**config.mk**
```make
export PLATFORM = sky130hd
export DESIGN_NAME = frp_ctrl
export DESIGN_NICKNAME = d
export VERILOG_FILES = /design/src/hw/rtl/frp_pkg.sv /design/src/hw/rtl/frp_ctrl.sv
export SDC_FILE = /design/constraint.sdc
export NUM_CORES = 1
export LEC_CHECK = 0
export ABC_CLOCK_PERIOD_IN_PS = 1800
export BUFFER_PORTS_ARGS = -buffer_cell sky130_fd_sc_hd__buf_2
export CORE_AREA = 2 2 39 41
export CTS_CLUSTER_SIZE = 20
export DETAILED_ROUTE_END_ITERATION = 8
export DIE_AREA = 0 0 41 43
export PLACE_DENSITY = 0.7
export SYNTH_ARGS = -nofsm -noshare
export SYNTH_HDL_FRONTEND = slang
export SYNTH_SLANG_ARGS = --single-unit
```
**constraint.sdc**
```tcl
create_clock -name clk -period 1.8 [get_ports clk]
set_clock_uncertainty 0.2 [all_clocks]
set_input_delay 0.18 -clock clk [delete_from_list [all_inputs] [get_ports clk]]
set_output_delay 0.18 -clock clk [all_outputs]
set_load 0.01 [all_outputs]
```
**src/hw/rtl/frp_pkg.sv**
```systemverilog
// shared types, codes and elaboration-time shape table math for the ramp profile generator
// no dependencies; used by frp_ctrl, frp_dp and the top level
package frp_pkg;

	localparam int MAX_RAMPS_DEF   = 16;
	localparam int SHAPE_DEPTH_DEF = 1024;

	localparam logic REQ_APPEND = 1'b0;
	localparam logic REQ_EVAL   = 1'b1;

	localparam logic [1:0] SHAPE_LINEAR = 2'd0;
	localparam logic [1:0] SHAPE_EXP    = 2'd1;
	localparam logic [1:0] SHAPE_SIG    = 2'd2;

	localparam longint ONE_Q30 = longint'(1) << 30;
	localparam longint NEG_EXP_Q30 [6] = '{
		64'sd1073741824, 64'sd395007542, 64'sd145315153,
		64'sd53458458, 64'sd19666267, 64'sd7234816
	};

	typedef enum logic [2:0] {
		STAT_OK       = 3'd0,
		STAT_ORDER    = 3'd1,
		STAT_OVERLAP  = 3'd2,
		STAT_FULL     = 3'd3,
		STAT_NEG_TIME = 3'd4
	} frp_status_t;

	typedef enum logic [3:0] {
		ST_IDLE, ST_DECODE, ST_READ, ST_CHECK, ST_DIV, ST_ROM, ST_MUL, ST_ACC, ST_OUT
	} frp_state_t;

	typedef enum logic [1:0] {
		RES_ZERO, RES_INIT, RES_FINAL
	} frp_res_sel_t;

	typedef struct packed {
		logic         load;
		logic         append_wr;
		logic         scan_start;
		logic         scan_next;
		logic         res_wr;
		frp_res_sel_t res_sel;
		frp_status_t  res_status;
		logic         res_inside;
		logic         div_init;
		logic         div_step;
		logic         rom_rd;
		logic         axis_clr;
		logic         mul;
		logic         acc;
		logic         out_load;
	} frp_cmd_t;

	typedef struct packed {
		logic        is_eval;
		frp_status_t app_status;
		logic        t_neg;
		logic        count_zero;
		logic        hit;
		logic        at_start;
		logic        at_end;
		logic        scan_last;
		logic        div_last;
		logic        axis_last;
		logic        out_free;
	} frp_sts_t;

	typedef struct packed {
		logic [31:0]      t_start;
		logic [31:0]      t_end;
		logic [2:0][31:0] init;
		logic [2:0][31:0] fin;
		logic [1:0]       shape;
	} frp_entry_t;

	// shift-subtract division, only for table building at elaboration
	function automatic longint unsigned frp_udiv(longint unsigned n, longint unsigned d);
		longint unsigned q;
		longint unsigned r;
		q = 0;
		r = 0;
		for (int b = 63; b >= 0; b--) begin
			r = (r << 1) | ((n >> b) & 64'd1);
			if (r >= d) begin
				r = r - d;
				q = q | (64'd1 << b);
			end
		end
		return q;
	endfunction

	// exp(-n/depth) in q30, n at most 5*depth
	function automatic longint frp_neg_exp(longint unsigned n, longint unsigned depth);
		longint unsigned rem;
		int              k;
		longint          f;
		longint          sum;
		longint          term;
		bit              stop;
		rem  = n;
		k    = 0;
		stop = 1'b0;
		for (int c = 0; c < 6; c++) begin
			if (rem >= depth) begin
				rem = rem - depth;
				k   = k + 1;
			end
		end
		if (k > 5) k = 5;
		f    = longint'(frp_udiv(rem << 30, depth));
		sum  = ONE_Q30;
		term = ONE_Q30;
		for (int j = 1; j <= 40; j++) begin
			if (!stop) begin
				term = longint'(frp_udiv(longint'(unsigned'((term * f) >>> 30)),
					longint'(j)));
				if (term == 0) stop = 1'b1;
				else if (j % 2 == 1) sum = sum - term;
				else sum = sum + term;
			end
		end
		return (NEG_EXP_Q30[k] * sum) >>> 30;
	endfunction

	// one q0.16 entry of the exponential or sigmoid table
	function automatic logic [15:0] frp_shape_entry(int i, bit sig, int depth);
		longint e;
		longint x10;
		longint n;
		longint es;
		longint den;
		longint s;
		longint v;
		e   = frp_neg_exp(longint'(3 * i), longint'(depth));
		x10 = longint'(10 * i) - longint'(5 * depth);
		n   = (x10 < 0) ? -x10 : x10;
		es  = frp_neg_exp(n, longint'(depth));
		den = ONE_Q30 + es;
		s   = longint'(frp_udiv((longint'(1) << 46) + (den >>> 1), den));
		if (sig) v = (x10 >= 0) ? s : 64'sd65536 - s;
		else v = 64'sd65536 - ((e + 64'sd8192) >>> 14);
		return v[15:0];
	endfunction

endpackage

```
**src/hw/rtl/frp_ctrl.sv**
```systemverilog
// sequencing state machine for append and evaluate beats
// depends on frp_pkg
module frp_ctrl import frp_pkg::*; (
	input  logic     clk,
	input  logic     arst_n,
	input  logic     in_valid,
	output logic     in_stall,
	output frp_cmd_t cmd,
	input  frp_sts_t sts
);

	frp_state_t state_q, state_d;

	always_ff @(posedge clk or negedge arst_n) begin
		if (!arst_n) state_q <= ST_IDLE;
		else state_q <= state_d;
	end

	always_comb begin
		state_d  = state_q;
		cmd      = '0;
		in_stall = 1'b1;
		unique case (state_q)
			ST_IDLE: begin
				in_stall = 1'b0;
				if (in_valid) begin
					cmd.load = 1'b1;
					state_d  = ST_DECODE;
				end
			end
			ST_DECODE: begin
				cmd.res_wr  = 1'b1;
				cmd.res_sel = RES_ZERO;
				state_d     = ST_OUT;
				if (!sts.is_eval) begin
					cmd.res_status = sts.app_status;
					cmd.append_wr  = (sts.app_status == STAT_OK);
				end else if (sts.t_neg) begin
					cmd.res_status = STAT_NEG_TIME;
				end else if (!sts.count_zero) begin
					cmd.scan_start = 1'b1;
					state_d        = ST_READ;
				end
			end
			ST_READ: begin
				state_d = ST_CHECK;
			end
			ST_CHECK: begin
				if (sts.hit) begin
					cmd.res_wr     = 1'b1;
					cmd.res_inside = 1'b1;
					if (sts.at_start) begin
						cmd.res_sel = RES_INIT;
						state_d     = ST_OUT;
					end else if (sts.at_end) begin
						cmd.res_sel = RES_FINAL;
						state_d     = ST_OUT;
					end else begin
						cmd.res_sel  = RES_ZERO;
						cmd.div_init = 1'b1;
						state_d      = ST_DIV;
					end
				end else if (sts.scan_last) begin
					// the last entry is on the read port: its final value is the answer
					cmd.res_wr  = 1'b1;
					cmd.res_sel = RES_FINAL;
					state_d     = ST_OUT;
				end else begin
					cmd.scan_next = 1'b1;
					state_d       = ST_READ;
				end
			end
			ST_DIV: begin
				cmd.div_step = 1'b1;
				if (sts.div_last) state_d = ST_ROM;
			end
			ST_ROM: begin
				cmd.rom_rd   = 1'b1;
				cmd.axis_clr = 1'b1;
				state_d      = ST_MUL;
			end
			ST_MUL: begin
				cmd.mul = 1'b1;
				state_d = ST_ACC;
			end
			ST_ACC: begin
				cmd.acc = 1'b1;
				state_d = sts.axis_last ? ST_OUT : ST_MUL;
			end
			ST_OUT: begin
				if (sts.out_free) begin
					cmd.out_load = 1'b1;
					state_d      = ST_IDLE;
				end
			end
			default: state_d = ST_IDLE;
		endcase
	end

endmodule

```
==> flow_summary.toml <==
[status]
status = "finished, final reports clean"

[global_routing]
gr-usage-all-layers = 0.1730
antenna_found_initial = 0
grt_pass1_vias = 542
grt_pass1_wl_um = 2118
grt_max_degree = 9
gr-total-overflow = 0

[routing]
drc = 0
drtAntennaViolNets = 0
dr.pass1.iters = 4
drt_iter0_markers = 9
wl_um = 1448
routed_via_density = 5.150
wl_per_cell_um = 12.07
vias = 618

[floorplanning]
die_w_um = 41
dieArea_sq_um = 1763
initial_core_util = 0.3282
die_h_um = 43
ioPinCount = 35
coreArea_sq_um = 1384
rows = 14

[final_layout]
drive_gt1_frac = 0.5769
largest_register = "state_q"
nets = 122
fin_util = 0.5407
syn2layout_area_growth_pct = 64.74
largestRegisters = "state_q (4)"
stdcell_area_sq_um = 748.2
diodes = 0
largest_reg_flops = 4

[logic_synthesis]
synth_top_family_by_area = "simple AND/OR/NAND/NOR gates"
synth_edf_count = 0
yosys_warnings = 0
ys_ff_latch = 4
synth_common_cells = "nor2_1, nand2_1, dfrtp_1"
synthTopCellsByArea = "dfrtp_1, nor2_1, nand2_1, and2_1, a21oi_1"
synth_adder_area_share = 0
syn_area_sq_um = 454.2
synth_simple_gate_area_frac = 0.5041
yosysTopAreaCellShare = 0.2204
synth_area_per_cell_sq_um = 7.326
syn_inst = 62
synth-main-ff-cell = "dfrtp_1"
synth_compound_area_frac = 0.1736
synth_cell_types = 32
ys_seq_area_frac = 0.2204
mappedNetlistNets = 78
yosys.area.top_type = "dfrtp_1"
muxShareOfSynthArea = 0.02204
synth.most_common_cell = "nor2_1"
async_reset_ff_frac = 1.000
synthXorXnorAreaFrac = 0

[worst_setup_path]
end_kind = "primary output"
cp.required_ps = 1420
r2r_cells = 5
path_class = "register to primary output"
cp_max_fo = 7
cp.arrival_ps = 1390
worstSetupStartpointType = "register"

[timing]
hold_slack_ps = 38.43
min_period_ps = 1766
worst_pin_slew_ps = 263.9
slew_headroom = 0.8237
finalSetupViolCount = 0
maxSlewViolCount = 0
rsz0062_at_grt = "true"
finalCritPeriodShare = 0.9812
finalHoldViolations = 0
fmax_mhz = 566.2

[placed_design]
io_buffers = 34
gp_congestion = 0.7566
hpwl_um = 1045
place_area_sq_um = 634.4

[cts]
cts_buffers = 3
cts_sinks = 4
clk_path_buf_depth = 2
cts_tree = "done"
cts-root-buf = "clkbuf_4"
clk_pin_slew_worst_paths_ps = 40
h-tree-depth = 1
clk_latency_ps = 240

[job]
cap_violations = 0

[min_path]
holdPathStages = 2
hold_class = "primary input to register"

[power]
ir_drop_uv = 398.4
leakage_nw = 0.4162
power_density_nw_per_um2 = 1008
==> worst max-delay path, stage by stage (launching register included) <==
cell	delay (ps)
dfrtp_1	400
buf_4	170
or2b_4	290
nor2_2	150
buf_2	150
==> layout make-up <==
type | instances | area (sq um)
inverter | 3 | 11.26
fill | 138 | 635.6
tap | 16 | 20.02
sequential | 4 | 102.6
clock buffer | 3 | 22.52
multi-input combinational | 51 | 351.6
timing repair buffer | 43 | 240.2
==> cell families after synthesis <==
group / after synthesis
muxes: 1
AOI/OAI and AO/OA: 12
buffers and inverters: 7
and+or+nand+nor: 38
DFF: 4
==> metrics by stage <==
stage / setup slack [ps] / setup TNS (ps) / power (mW) / cells
3_5_place_dp: 105.5 / 0 / 0.5497 / 110
6_report: 33.85 / 0 / 0.7545 / 120
3_3_place_gp: 180.0 / 0 / 0.5367 / 110
4_1_cts: 2.418 / 0 / 0.7007 / 118
2_1_floorplan: 252.5 / 0 / 0.4015 / 62
5_1_grt: -56.02 / -226.3 / 0.8095 / 120
==> power by group <==
part / leakage [nW] / switching (mW) / internal [mW] / total [mW]
logic: 0.352 / 0.260 / 0.232 / 0.492
registers: 0.0502 / 0.0278 / 0.120 / 0.148
clock network: 0.0138 / 0.0397 / 0.0748 / 0.114
total: 0.416 / 0.327 / 0.427 / 0.755
==> placed cells by master (no fill, tap or decap), types with 2 or more instances in the layout <==
cell type / Yosys / final
clkbuf_4: 0 / 3
buf_2: 2 / 34
and2_1: 3 / 3
buf_4: 2 / 8
o21ai_0: 2 / 2
a21oi_1: 3 / 3
nor3_2: 1 / 3
inv_1: 3 / 3
dfrtp_2: 0 / 2
nand3_1: 2 / 2
nand3b_1: 2 / 2
dfrtp_1: 4 / 2
nor2_1: 10 / 8
nand2_1: 6 / 5
o22ai_1: 2 / 2
nor2_2: 1 / 2
==> path summary, 6_finish.rpt <==
path	start	end	slack (ps)
worst max-delay path	state_q[3]	cmd[1]	30
worst min-delay path	sts[1]	state_q[3]	40
worst max register to register	state_q[2]	state_q[1]	180
worst min register to register	state_q[0]	state_q[0]	430
max in group asynchronous	arst_n	state_q[2]	1190
min in group asynchronous	arst_n	state_q[1]	80
==> metal layers <==
metal	vias to the layer above	GRT usage	routed length [um]
met4	0	0.08000	14
met5	-	0	0
met1	283	0.2201	588
met2	33	0.2781	735
li1	300	-	-
met3	2	0.01571	108
==> timing repair <==
| item | in CTS | in global routing |
|---|---|---|
| setup buffers | 4 | 2 |
| endpoints found under the setup margin | 6 | 10 |
| gates resized for setup | 5 | 5 |
| pin swaps | 0 | 1 |
| hold buffers | 1 | 0 |
| gates cloned | 0 | 0 |
| hold endpoints to repair | 4 | 0 |
Power figures use the tool's default switching activity.
